===== src/i2cm_pkg.sv =====
package i2cm_pkg;

  typedef enum logic [3:0] {
    PH_FREE     = 4'd0,
    PH_HELD     = 4'd1,
    PH_RST      = 4'd2,
    PH_STA_A    = 4'd3,
    PH_STA_B    = 4'd4,
    PH_STO_A    = 4'd5,
    PH_STO_B    = 4'd6,
    PH_STO_C    = 4'd7,
    PH_WR_LO    = 4'd8,
    PH_WR_HI    = 4'd9,
    PH_ACK_HI   = 4'd10,
    PH_ACK_POLL = 4'd11,
    PH_RD_LO    = 4'd12,
    PH_RD_HI    = 4'd13,
    PH_MA_LO    = 4'd14,
    PH_MA_HI    = 4'd15
  } phase_e;

  localparam logic [2:0] ACT_BUS_RESET = 3'd0;
  localparam logic [2:0] ACT_START     = 3'd1;
  localparam logic [2:0] ACT_STOP      = 3'd2;
  localparam logic [2:0] ACT_WRITE     = 3'd3;
  localparam logic [2:0] ACT_READ      = 3'd4;

  localparam int unsigned CFG_ADDR_W = 2;
  localparam int unsigned CFG_DATA_W = 16;

  localparam logic [CFG_ADDR_W-1:0] CFG_HALF_BIT    = 2'd0;
  localparam logic [CFG_ADDR_W-1:0] CFG_ACK_TIMEOUT = 2'd1;
  localparam logic [CFG_ADDR_W-1:0] CFG_RESET_HOLD  = 2'd2;

  localparam logic [15:0] HALF_BIT_RST    = 16'd5;
  localparam logic [7:0]  ACK_TIMEOUT_RST = 8'd250;
  localparam logic [15:0] RESET_HOLD_RST  = 16'd50;

  localparam logic [3:0] BYTE_BITS = 4'd8;

  typedef struct packed {
    logic       cmd_valid;
    logic [2:0] action;
    logic [7:0] tx_byte;
    logic       send_ack;
    logic       sda_in;
  } cmd_t;

  typedef struct packed {
    logic       scl_level;
    logic       sda_level;
    logic       sda_drive_enable;
    logic       busy_res;
    logic       done_res;
    logic [7:0] rx_byte;
    logic       ack_error;
  } res_t;

  typedef struct packed {
    logic [15:0] half_bit_ticks;
    logic [7:0]  ack_timeout_ticks;
    logic [15:0] reset_hold_ticks;
  } cfg_t;

endpackage


===== src/i2cm_cmd_if.sv =====
interface i2cm_cmd_if;
  logic            valid;
  logic            ready;
  i2cm_pkg::cmd_t  data;

  modport source (output valid, output data, input ready);
  modport sink (input valid, input data, output ready);
endinterface


===== src/i2cm_res_if.sv =====
interface i2cm_res_if;
  logic            valid;
  logic            ready;
  i2cm_pkg::res_t  data;

  modport source (output valid, output data, input ready);
  modport sink (input valid, input data, output ready);
endinterface


===== src/i2c_bit_level_master.sv =====
// Each accepted command item is one timer tick; its result item is registered and
// offered in the cycle after acceptance.
// Throughput is one item per cycle: the tick logic and the single result register
// accept a new item whenever the result register is empty or is being emptied.
// Reset leaves the bus free and the engine idle, clears the received byte and the
// ACK error, and loads the timing registers with 5, 250 and 50 ticks.
module i2c_bit_level_master #(
  parameter int unsigned TIMER_WIDTH = 16
) (
  input  logic                                clk_i,
  input  logic                                rst_ni,
  i2cm_cmd_if.sink                            cmd_i,
  i2cm_res_if.source                          res_o,
  input  logic                                cfg_we_i,
  input  logic [i2cm_pkg::CFG_ADDR_W-1:0]     cfg_addr_i,
  input  logic [i2cm_pkg::CFG_DATA_W-1:0]     cfg_wdata_i
);
  import i2cm_pkg::*;

  cfg_t cfg_q;
  res_t res_d;
  logic out_ready;
  logic step;

  assign cmd_i.ready = out_ready;
  assign step        = cmd_i.valid & out_ready;

  always_ff @(posedge clk_i or negedge rst_ni) begin
    if (!rst_ni) begin
      cfg_q.half_bit_ticks    <= HALF_BIT_RST;
      cfg_q.ack_timeout_ticks <= ACK_TIMEOUT_RST;
      cfg_q.reset_hold_ticks  <= RESET_HOLD_RST;
    end else if (cfg_we_i) begin
      unique case (cfg_addr_i)
        CFG_HALF_BIT:    cfg_q.half_bit_ticks    <= cfg_wdata_i;
        CFG_ACK_TIMEOUT: cfg_q.ack_timeout_ticks <= cfg_wdata_i[7:0];
        CFG_RESET_HOLD:  cfg_q.reset_hold_ticks  <= cfg_wdata_i;
        default: begin
          cfg_q <= cfg_q;
        end
      endcase
    end
  end

  i2cm_seq #(
    .TIMER_WIDTH(TIMER_WIDTH)
  ) u_seq (
    .clk_i  (clk_i),
    .rst_ni (rst_ni),
    .step_i (step),
    .cmd_i  (cmd_i.data),
    .cfg_i  (cfg_q),
    .res_o  (res_d)
  );

  i2cm_out_reg u_out_reg (
    .clk_i   (clk_i),
    .rst_ni  (rst_ni),
    .load_i  (step),
    .data_i  (res_d),
    .ready_o (out_ready),
    .res_o   (res_o)
  );

endmodule


===== src/i2cm_seq.sv =====
module i2cm_seq #(
  parameter int unsigned TIMER_WIDTH = 16
) (
  input  logic           clk_i,
  input  logic           rst_ni,
  input  logic           step_i,
  input  i2cm_pkg::cmd_t cmd_i,
  input  i2cm_pkg::cfg_t cfg_i,
  output i2cm_pkg::res_t res_o
);
  import i2cm_pkg::*;

  localparam int unsigned LenW = ((TIMER_WIDTH > 17) ? TIMER_WIDTH : 17) + 1;

  phase_e                 phase_q, phase_d;
  logic [3:0]             bit_q, bit_d;
  logic [7:0]             shift_q, shift_d;
  logic [TIMER_WIDTH-1:0] timer_q, timer_d;
  logic [7:0]             wait_q, wait_d;
  logic                   fail_q, fail_d;
  logic                   choice_q, choice_d;
  logic [7:0]             rx_q, rx_d;

  logic [15:0]            half_eff, hold_eff;
  logic [TIMER_WIDTH-1:0] t_half, t_dbl, t_hold;
  logic                   idle, done;
  logic                   scl, sda, drive;

  function automatic logic [TIMER_WIDTH-1:0] sat_len(input logic [LenW-1:0] v);
    logic [TIMER_WIDTH-1:0] r;
    if (|v[LenW-1:TIMER_WIDTH]) begin
      r = '1;
    end else begin
      r = v[TIMER_WIDTH-1:0];
    end
    return r;
  endfunction

  assign half_eff = (cfg_i.half_bit_ticks == '0) ? 16'd1 : cfg_i.half_bit_ticks;
  assign hold_eff = (cfg_i.reset_hold_ticks == '0) ? 16'd1 : cfg_i.reset_hold_ticks;
  assign t_half   = sat_len(LenW'(half_eff) - LenW'(1));
  assign t_dbl    = sat_len((LenW'(half_eff) << 1) - LenW'(1));
  assign t_hold   = sat_len(LenW'(hold_eff) - LenW'(1));

  always_comb begin
    phase_d  = phase_q;
    bit_d    = bit_q;
    shift_d  = shift_q;
    timer_d  = timer_q;
    wait_d   = wait_q;
    fail_d   = fail_q;
    choice_d = choice_q;
    rx_d     = rx_q;
    done     = 1'b0;
    scl      = 1'b1;
    sda      = 1'b1;
    drive    = 1'b1;
    idle     = (phase_q == PH_FREE) || (phase_q == PH_HELD);

    if (idle && cmd_i.cmd_valid && (cmd_i.action <= ACT_READ)) begin
      idle = 1'b0;
      unique case (cmd_i.action)
        ACT_BUS_RESET: begin
          phase_d = PH_RST;
          timer_d = t_hold;
        end
        ACT_START: begin
          phase_d = PH_STA_A;
          timer_d = t_dbl;
        end
        ACT_STOP: begin
          phase_d = PH_STO_A;
          timer_d = t_dbl;
        end
        ACT_WRITE: begin
          shift_d = cmd_i.tx_byte;
          bit_d   = '0;
          fail_d  = 1'b0;
          phase_d = PH_WR_LO;
          timer_d = t_half;
        end
        default: begin
          shift_d  = '0;
          bit_d    = '0;
          choice_d = cmd_i.send_ack;
          phase_d  = PH_RD_LO;
          timer_d  = t_half;
        end
      endcase
    end

    unique case (phase_d)
      PH_FREE, PH_STA_A, PH_STO_C: begin
        scl = 1'b1; sda = 1'b1; drive = 1'b1;
      end
      PH_HELD, PH_RD_LO: begin
        scl = 1'b0; sda = 1'b1; drive = 1'b0;
      end
      PH_RST, PH_STO_A: begin
        scl = 1'b0; sda = 1'b0; drive = 1'b1;
      end
      PH_STA_B, PH_STO_B: begin
        scl = 1'b1; sda = 1'b0; drive = 1'b1;
      end
      PH_WR_LO: begin
        scl = 1'b0;
        if (bit_d >= BYTE_BITS) begin
          sda = 1'b1; drive = 1'b0;
        end else begin
          sda = shift_d[7]; drive = 1'b1;
        end
      end
      PH_WR_HI: begin
        scl = 1'b1; sda = shift_d[7]; drive = 1'b1;
      end
      PH_ACK_HI, PH_ACK_POLL, PH_RD_HI: begin
        scl = 1'b1; sda = 1'b1; drive = 1'b0;
      end
      PH_MA_LO: begin
        scl = 1'b0; sda = ~choice_d; drive = 1'b1;
      end
      default: begin
        scl = 1'b1; sda = ~choice_d; drive = 1'b1;
      end
    endcase

    if (phase_d == PH_ACK_POLL) begin
      if (!cmd_i.sda_in) begin
        phase_d = PH_HELD;
        done    = 1'b1;
      end else if (wait_d == cfg_i.ack_timeout_ticks) begin
        fail_d  = 1'b1;
        phase_d = PH_STO_A;
        timer_d = t_dbl;
      end else begin
        wait_d = wait_d + 8'd1;
      end
    end else if (!idle) begin
      if (timer_d != '0) begin
        timer_d = timer_d - TIMER_WIDTH'(1);
      end else begin
        unique case (phase_d)
          PH_RST: begin
            phase_d = PH_FREE;
            done    = 1'b1;
          end
          PH_STA_A: begin
            phase_d = PH_STA_B;
            timer_d = t_dbl;
          end
          PH_STA_B: begin
            phase_d = PH_HELD;
            done    = 1'b1;
          end
          PH_STO_A: begin
            phase_d = PH_STO_B;
            timer_d = t_half;
          end
          PH_STO_B: begin
            phase_d = PH_STO_C;
            timer_d = t_dbl;
          end
          PH_STO_C: begin
            phase_d = PH_FREE;
            done    = 1'b1;
          end
          PH_WR_LO: begin
            phase_d = (bit_d >= BYTE_BITS) ? PH_ACK_HI : PH_WR_HI;
            timer_d = t_half;
          end
          PH_WR_HI: begin
            shift_d = {shift_d[6:0], 1'b0};
            bit_d   = bit_d + 4'd1;
            phase_d = PH_WR_LO;
            timer_d = t_half;
          end
          PH_ACK_HI: begin
            wait_d  = '0;
            phase_d = PH_ACK_POLL;
            timer_d = '0;
          end
          PH_RD_LO: begin
            phase_d = (bit_d >= BYTE_BITS) ? PH_MA_LO : PH_RD_HI;
            timer_d = t_half;
          end
          PH_RD_HI: begin
            shift_d = {shift_d[6:0], cmd_i.sda_in};
            bit_d   = bit_d + 4'd1;
            if (bit_d >= BYTE_BITS) begin
              rx_d = shift_d;
            end
            phase_d = PH_RD_LO;
            timer_d = t_half;
          end
          PH_MA_LO: begin
            phase_d = PH_MA_HI;
            timer_d = t_half;
          end
          PH_MA_HI: begin
            phase_d = PH_HELD;
            done    = 1'b1;
          end
          default: begin
            phase_d = phase_d;
          end
        endcase
      end
    end

    res_o.scl_level        = scl;
    res_o.sda_level        = sda;
    res_o.sda_drive_enable = drive;
    res_o.busy_res         = ~idle;
    res_o.done_res         = done;
    res_o.rx_byte          = rx_d;
    res_o.ack_error        = fail_d;
  end

  always_ff @(posedge clk_i or negedge rst_ni) begin
    if (!rst_ni) begin
      phase_q  <= PH_FREE;
      bit_q    <= '0;
      shift_q  <= '0;
      timer_q  <= '0;
      wait_q   <= '0;
      fail_q   <= 1'b0;
      choice_q <= 1'b0;
      rx_q     <= '0;
    end else if (step_i) begin
      phase_q  <= phase_d;
      bit_q    <= bit_d;
      shift_q  <= shift_d;
      timer_q  <= timer_d;
      wait_q   <= wait_d;
      fail_q   <= fail_d;
      choice_q <= choice_d;
      rx_q     <= rx_d;
    end
  end

endmodule


===== src/i2cm_out_reg.sv =====
module i2cm_out_reg (
  input  logic           clk_i,
  input  logic           rst_ni,
  input  logic           load_i,
  input  i2cm_pkg::res_t data_i,
  output logic           ready_o,
  i2cm_res_if.source     res_o
);
  import i2cm_pkg::*;

  logic valid_q;
  res_t data_q;

  assign ready_o     = ~valid_q | res_o.ready;
  assign res_o.valid = valid_q;
  assign res_o.data  = data_q;

  always_ff @(posedge clk_i or negedge rst_ni) begin
    if (!rst_ni) begin
      valid_q <= 1'b0;
    end else if (load_i) begin
      valid_q <= 1'b1;
    end else if (res_o.ready) begin
      valid_q <= 1'b0;
    end
  end

  always_ff @(posedge clk_i) begin
    if (load_i) begin
      data_q <= data_i;
    end
  end

endmodule


===== src/flat_wrapper.sv =====
// flat-port wrapper written by rule: the top's interface ports become plain ports
module i2c_bit_level_master_flat import i2cm_pkg::*;
#(
  parameter int unsigned TIMER_WIDTH = 16
)
  (clk_i, rst_ni, cfg_we_i, cfg_addr_i, cfg_wdata_i, cmd_i_valid, cmd_i_data, cmd_i_ready, res_o_valid, res_o_data, res_o_ready);
  i2cm_cmd_if cmd_i_i ();
  i2cm_res_if res_o_i ();
  input  logic clk_i;
  input  logic rst_ni;
  input  logic cfg_we_i;
  input  logic [i2cm_pkg::CFG_ADDR_W-1:0] cfg_addr_i;
  input  logic [i2cm_pkg::CFG_DATA_W-1:0] cfg_wdata_i;
  input wire logic [$bits(cmd_i_i.valid)-1:0] cmd_i_valid;
  input wire logic [$bits(cmd_i_i.data)-1:0] cmd_i_data;
  output wire logic [$bits(cmd_i_i.ready)-1:0] cmd_i_ready;
  output wire logic [$bits(res_o_i.valid)-1:0] res_o_valid;
  output wire logic [$bits(res_o_i.data)-1:0] res_o_data;
  input wire logic [$bits(res_o_i.ready)-1:0] res_o_ready;
  assign cmd_i_i.valid = cmd_i_valid;
  assign cmd_i_i.data = cmd_i_data;
  assign cmd_i_ready = cmd_i_i.ready;
  assign res_o_valid = res_o_i.valid;
  assign res_o_data = res_o_i.data;
  assign res_o_i.ready = res_o_ready;
  i2c_bit_level_master #(.TIMER_WIDTH(TIMER_WIDTH)) u_core (.clk_i(clk_i), .rst_ni(rst_ni), .cmd_i(cmd_i_i), .res_o(res_o_i), .cfg_we_i(cfg_we_i), .cfg_addr_i(cfg_addr_i), .cfg_wdata_i(cfg_wdata_i));
endmodule

===== config.mk =====
export PLATFORM = sky130hd
export DESIGN_NAME = i2c_bit_level_master_flat
export DESIGN_NICKNAME = d
export VERILOG_FILES = /design/src/i2cm_pkg.sv /design/src/i2cm_cmd_if.sv /design/src/i2cm_res_if.sv /design/src/i2c_bit_level_master.sv /design/src/i2cm_seq.sv /design/src/i2cm_out_reg.sv /design/src/flat_wrapper.sv
export SDC_FILE = /design/constraint.sdc
export NUM_CORES = 1
export LEC_CHECK = 0
export BUFFER_PORTS_ARGS = -buffer_cell sky130_fd_sc_hd__buf_2
export CAP_MARGIN = 40
export CORE_MARGIN = 4
export CORE_UTILIZATION = 52
export CTS_CLUSTER_SIZE = 10
export DETAILED_ROUTE_END_ITERATION = 8
export GPL_TIMING_DRIVEN = 0
export PLACE_DENSITY = 0.7
export SLEW_MARGIN = 10
export SYNTH_ARGS = -nofsm -noshare
export SYNTH_HDL_FRONTEND = slang
export SYNTH_SLANG_ARGS = --single-unit

===== constraint.sdc =====
create_clock -name clk_i -period 6.66 [get_ports clk_i]
set_input_delay 0 -clock clk_i [delete_from_list [all_inputs] [get_ports clk_i]]
set_output_delay 0 -clock clk_i [all_outputs]
set_load 0.02 [all_outputs]

# --- Word-level counts from Yosys, hierarchy flattened ---
# Index checks and enable logic that the tools add are counted.
word_totals:
  reg_bits: 105
  in_bits: 37
classes:
  add_sub_neg: 6
  n_lt_le_gt_ge: 3
  n_eq_ne: 26
  muxes: 66
  bitwise: 5
  reduce_logical: 32
ops:
  columns: ["cell", "count"]
  rows:
  - ["16-bit 2-to-1 mux", 11]
  - ["8-bit 2-to-1 mux", 15]
  - ["4-bit 2-to-1 mux", 12]
  - ["16-bit one-hot mux with 3 select lines", 1]
  - ["4-bit one-hot mux with 11 select lines", 1]
  - ["16-bit by 1-bit subtractor with 17-bit output (second input constant)", 2]
  - ["4-bit == test (second input constant)", 8]
  - ["16-bit logical NOT", 2]
  - ["16-bit one-hot mux with 2 select lines", 1]
  - ["8-bit one-hot mux with 2 select lines", 2]
  - ["1-bit 2-to-1 mux", 18]
  - ["17-bit by 1-bit subtractor with 18-bit output (second input constant)", 1]
  - ["4-bit by 3-bit == test with 1-bit output (second input constant)", 4]
  - ["4-bit one-hot mux with 4 select lines", 1]
  - ["16-bit nonzero test", 1]
  - ["2-bit OR reduction", 8]
  - ["16-bit by 1-bit subtractor with 16-bit output (second input constant)", 1]
  - ["4-bit OR reduction", 3]
  - ["6-bit OR reduction", 2]
  - ["8-bit by 1-bit adder with 8-bit output (second input constant)", 1]
  - ["4-bit by 1-bit == test with 1-bit output (second input constant)", 2]
  - ["4-bit by 2-bit == test with 1-bit output (second input constant)", 2]
  - ["8-bit == test", 1]
  - ["4-bit greater-or-equal comparator (second input constant)", 2]
  - ["25 further kinds", 36]

# --- Longest topological paths before layout ---
logic_depth:
  word_depth: 12
  mapped_depth: 19
  mapped_depth_nobuf: 14

# --- Hierarchy ---
# A second synthesis with hierarchy kept.
unflattened:
  cells_unflattened: 882
  hier_area_um2: 7694.9
by_module_without_submodules:
  columns: ["mod", "instances", "cells_each", "area_each_um2", "seq_area_each_um2"]
  rows:
  - ["i2cm_seq", 1, 779, 5695.5, 1251.2]
  - ["i2c_bit_level_master", 1, 86, 1531.5, 1014.7]
  - ["i2cm_out_reg", 1, 17, 467.9, 445.4]

# --- Least setup slack after synthesis ---
# No wires, ideal clock.
synth_path:
  kind: "register to register"
  startpoint: "reg u_core.cfg_q[28] (netlist name)"
  endpoint: "reg u_core.u_seq.wait_q[4]"
  setup_time_ns: 0.078
  arrival_time_ns: 4.526
  required_ns: 6.582
  slack_ns: 2.056
  stages_incl_launch_ff: 19
  path_buffers: 4
  synth_period_minus_slack_ns: 4.604
  cell_sequence: "dfrtp_1 buf_2 nor4_1 a41o_1 inv_1 ha_1 nor3b_1 nand4_1 clkbuf_1 a21oi_1 o41ai_1 ha_1 and3_1 and4_1 buf_4 a21boi_2 buf_6 or4_1 a21oi_1"
synth_via:
  elab_chain_len: 10
synth_rtl:
  columns: ["item", "line_no", "text"]
  rows:
  - ["from (decl)", "i2c_bit_level_master.sv:20", "cfg_t cfg_q;"]
  - ["from (signal assigned)", "i2c_bit_level_master.sv:39", "cfg_q <= cfg_q;"]
  - ["16-bit logical NOT", "i2cm_seq.sv:39", "assign half_eff = (cfg_i.half_bit_ticks == '0) ? 16'd1 : cfg_i.half_bit_ticks;"]
  - ["16-bit 2-to-1 mux (*)", "i2cm_seq.sv:39", null]
  - ["17-bit by 1-bit subtractor with 18-bit output or 16-bit by 1-bit subtractor with 17-bit output (tied branches)", "i2cm_seq.sv:42, i2cm_seq.sv:41", null]
  - ["2-bit OR reduction", "i2cm_seq.sv:31", "if (|v[LenW-1:TIMER_WIDTH]) begin"]
  - ["16-bit 2-to-1 mux", "i2cm_seq.sv:31", null]
  - ["16-bit one-hot mux with 2 select lines (*)", "i2cm_seq.sv:62", "unique case (cmd_i.action)"]
  - ["16-bit 2-to-1 mux (*)", "i2cm_seq.sv:60", "if (idle && cmd_i.cmd_valid && (cmd_i.action <= ACT_READ)) begin"]
  - ["16-bit nonzero test (*)", "i2cm_seq.sv:139", "if (timer_d != '0) begin"]
  - ["2-bit inequality test (no line) (*)", null, null]
  - ["6-bit AND reduction (no line) (*)", null, null]
  - ["to (signal assigned)", "i2cm_seq.sv:234", "wait_q <= wait_d;"]
  - ["to (decl)", "i2cm_seq.sv:19", "logic [7:0] wait_q, wait_d;"]
# Every way passes the cells marked *; elsewhere a longest branch is shown, timed or not.
# A chain may end at the register's enable or synchronous reset.

# --- Final worst setup path ---
layout_path:
  startpoint: "reg u_core.cfg_q[26] (netlist name)"
  endpoint: "reg u_core.u_seq.timer_q[0]"
layout_via:
  elab_chain_len: 11
layout_rtl:
  columns: ["item", "line_no", "text"]
  rows:
  - ["16-bit logical NOT", "i2cm_seq.sv:39", null]
  - ["16-bit 2-to-1 mux (*)", "i2cm_seq.sv:39", null]
  - ["17-bit by 1-bit subtractor with 18-bit output or 16-bit by 1-bit subtractor with 17-bit output (tied branches)", "i2cm_seq.sv:42, i2cm_seq.sv:41", null]
  - ["2-bit OR reduction", "i2cm_seq.sv:31", null]
  - ["16-bit 2-to-1 mux", "i2cm_seq.sv:31", null]
  - ["16-bit one-hot mux with 2 select lines", "i2cm_seq.sv:62", null]
  - ["16-bit 2-to-1 mux", "i2cm_seq.sv:60", null]
  - ["16-bit by 1-bit subtractor with 16-bit output, or another cell as far along", "i2cm_seq.sv:140", "timer_d = timer_d - TIMER_WIDTH'(1);"]
  - ["16-bit 2-to-1 mux", "i2cm_seq.sv:139", null]
  - ["16-bit 2-to-1 mux", "i2cm_seq.sv:138", "end else if (!idle) begin"]
  - ["16-bit 2-to-1 mux (*)", "i2cm_seq.sv:127", "if (phase_d == PH_ACK_POLL) begin"]
  - ["to (signal assigned)", "i2cm_seq.sv:233", "timer_q <= timer_d;"]
  - ["to (decl)", "i2cm_seq.sv:18", "logic [TIMER_WIDTH-1:0] timer_q, timer_d;"]
# Marks and branches as above.

==> flow_summary.ini <==
[outcome]
outcome = completed

[synthesis]
synth_area_per_cell_um2 = 8.945
synth_nets = 868
syn_area_um2 = 7371
async_flop_share_pct = 86.67
synth.yosys.seq_area_share_pct = 36.78
synth_cell_type_count = 84
synth-edff-count = 14
synthesis.instances = 824
ys.flop_type = dfrtp_1
synth-seq-cells = 105
ys_warn_count = 0

[critical_path]
cp_top_family = buffers and inverters
cp.required_ns = 6.92
arrival_ns = 5.97
path_class = register to register
max_stage_delay_ns = 0.60
end_kind = register
cp_max_fo = 10
r2r-start = u_core.cfg_q[26]$_DFFE_PN1P_
slowest_stage = dfstp_2
critPathLaunchType = register
crit_start = u_core.cfg_q[26]$_DFFE_PN1P_
path_cells = nor4_1 > clkdlybuf4s18_2 > a41o_1 > inv_1 > ha_1 > or3b_2 > clkbuf_1 > nor4_1 > buf_1 > nor2_1 > buf_2 > o221ai_1 > o22a_1 > nor2_1 > nand4_1 > clkbuf_1 > o21ai_0 > a311oi_1
critPathBufInv = 6

[finish]
register_area_um2 = 2711
fin_cells = 1096
fin_nets = 955
drive_above_1_share_pct = 16.38
antenna_cells = 0
area_delta_synth_final_pct = 14.29
layout_common_cells = 80 x dfrtp_1, 77 x nand2_1, 65 x nor2_1
final_common_cell = dfrtp_1
multi_input_area_um2 = 4374
fillers = 1228

[clock_tree]
clkSinkCount = 105
cts.htree.levels = 3
clk_latency_ns = 0.36
clk_pin_slew_ns = 0.09
cts_inserted_buffers = 9
cts-root-buf = clkbuf_16
cts_tree = built
cts_max_path_buffers = 2
postCtsResizedCells = 0

[sta]
final-max-slew-violation-count = 0
slew_headroom_pct = 33.04
period_share_pct = 85.67
tns_ns = 0
skew_ns = 0.009497
worst_pin_slew_ns = 0.9952
final_hold_viol_count = 0
holdWs_ns = 0.009892
setup_viol = 0
post-route-min-period_ns = 5.706
rsz0062_at_grt = no
fmax_ghz = 0.1753

[detailed_routing]
wl_per_cell_um = 24.45
viasPerCell = 6.830
dr.pass1.iters = 7
drt_iter0_markers = 777
drt-total-wl_mm = 26.80
drc = 0
final_antenna_net_count = 0
dr_total_vias = 7486

[global_routing]
gr-max-usage-layer = met2
grt_max_degree = 55
grtUsageMet3_pct = 8.236
overflow = 0
grt_pass1_vias = 7426
grt.total_usage_pct = 33.34
met1_usage_pct = 41.46
grt_first_pass_wirelength_mm = 41.90
antenna_found_initial = 0
grtUsageMet2_pct = 54.45

[floorplanning]
die_area_um2 = 16140
die_h_um = 127.1
ios = 53
core_area_um2 = 13880
initial_utilization_pct = 53.10
dieWidth_um = 127.1
core.rowCount = 43

[place]
gp_congestion = 1.004
hpwl_mm = 19.77
port_buffers = 48
dp_cells = 1061

[hold_path]
hold_start = cmd_i_data[1]
worstHoldPathType = input pin to register

[power_and_ir_drop]
vdd_drop_max_v = 0.0001841
p_leak_nw = 3.266
power.density_nw_per_um2 = 350.0
p_total_mw = 2.949

[run]
max_cap_viol_count = 0
==> Yosys cell counts, types with 5 or more instances <==
master | number | area share (%)
dfrtp_1 | 80 | 27
nand2_1 | 77 | 3.9
nor2_1 | 65 | 3.3
a21oi_1 | 53 | 3.6
o21ai_0 | 52 | 3.5
mux2_2 | 41 | 6.3
clkbuf_1 | 40 | 2.0
nand3_1 | 23 | 1.6
nor3_1 | 23 | 1.6
inv_1 | 18 | 0.92
nor4_1 | 18 | 1.5
nand4_1 | 17 | 1.4
xnor2_1 | 17 | 2.0
a31oi_1 | 16 | 1.4
mux2_1 | 16 | 2.4
o22ai_1 | 15 | 1.3
edfxtp_1 | 14 | 5.7
mux2i_1 | 14 | 1.9
a22o_1 | 13 | 1.5
dfstp_2 | 11 | 3.9
o31ai_1 | 11 | 1.1
or4_1 | 11 | 1.1
a211oi_1 | 10 | 1.0
o21ai_1 | 10 | 0.68
or3_1 | 10 | 0.85
nand2b_1 | 8 | 0.68
xor2_1 | 8 | 0.95
a22oi_1 | 7 | 0.71
ha_1 | 7 | 1.2
and2_1 | 5 | 0.42
and3_1 | 5 | 0.42
and4_1 | 5 | 0.59
==> worst paths after layout <==
kind,end,slack (ns),cells past startpoint
worst max-delay path,u_core.u_seq.timer_q[0]$_DFFE_PN0P_,0.95,18
worst min-delay path,u_core.u_seq.choice_q$_DFFE_PN0P_,0.01,3
worst max register to register,u_core.u_seq.timer_q[0]$_DFFE_PN0P_,0.95,18
worst min register to register,u_core.u_seq.rx_q[7]$_DFFE_PN0P_,0.50,1
max in group asynchronous,u_core.cfg_q[26]$_DFFE_PN1P_,5.77,3
min in group asynchronous,u_core.u_seq.timer_q[15]$_DFFE_PN0P_,0.16,2
==> per-layer routing <==
metal | up-vias | wire length (um)
li1 | 3336 | -
met1 | 3593 | 10440
met2 | 461 | 12550
met3 | 96 | 2552
met4 | 0 | 1260
met5 | - | 0
==> cell type report <==
type / count / area share [%]
Sequential cell: 105 / 32.18
Clock inverter: 7 / 0.9951
Multi-Input combinational cell: 651 / 51.92
Inverter: 19 / 0.8466
Buffer: 49 / 2.555
Clock buffer: 9 / 2.673
Tap cell: 180 / 2.673
Timing Repair Buffer: 76 / 6.149
==> worst register-to-register path: cells and delay by family (launching register included) <==
kind	cells	cell delay, ns
flops	1	0.60
fa+ha+maj	1	0.21
compound gates	5	1.54
simple gates	6	1.58
buf+inv	6	1.69
==> timing repair <==
| item | CTS | global route |
|---|---|---|
| buffers inserted | 0 | 0 |
| endpoints found under the hold margin | 78 | 0 |
| hold buffers | 19 | 0 |
==> where the power goes <==
group | internal, mW | total, mW | switching (mW)
combinational | 0.510 | 1.45 | 0.937
sequential | 0.806 | 0.942 | 0.136
clock | 0.270 | 0.559 | 0.289
==> kinds of logic after synthesis <==
| family | share of synthesized area [%] |
|---|---|
| AND/OR/NAND/NOR | 21.15 |
| buffers and inverters | 3.870 |
| adder cells (fa/ha/maj) | 1.188 |
| flip-flops | 36.78 |
| AO/OA/AOI/OAI | 23.43 |
| multiplexers | 10.61 |
| XOR/XNOR | 2.971 |
==> through the flow <==
stage	worst slack, ns	instance area (um2)	utilization, %
floorplan	2.056	7371	-
global placement	0.8891	7836	56.45
detailed placement	1.138	7925	57.09
CTS	1.127	8424	60.69
global route	0.6419	8424	60.69
finish	0.9543	8424	60.69
==> registers in the layout (all words and copies together) (netlist names) <==
name and cells:
u_core.u_seq.choice_q 1, u_core.u_seq.phase_q 4, u_core.u_seq.timer_q 16, u_core.u_seq.shift_q 8, u_core.u_seq.wait_q 8, u_core.u_seq.rx_q 8, u_core.u_out_reg.res_o.valid 1, u_core.u_seq.bit_q 4
u_core.u_out_reg.res_o.data 14, u_core.u_seq.fail_q 1, u_core.cfg_q 40
No activity file was read; power rests on OpenSTA's default activity.
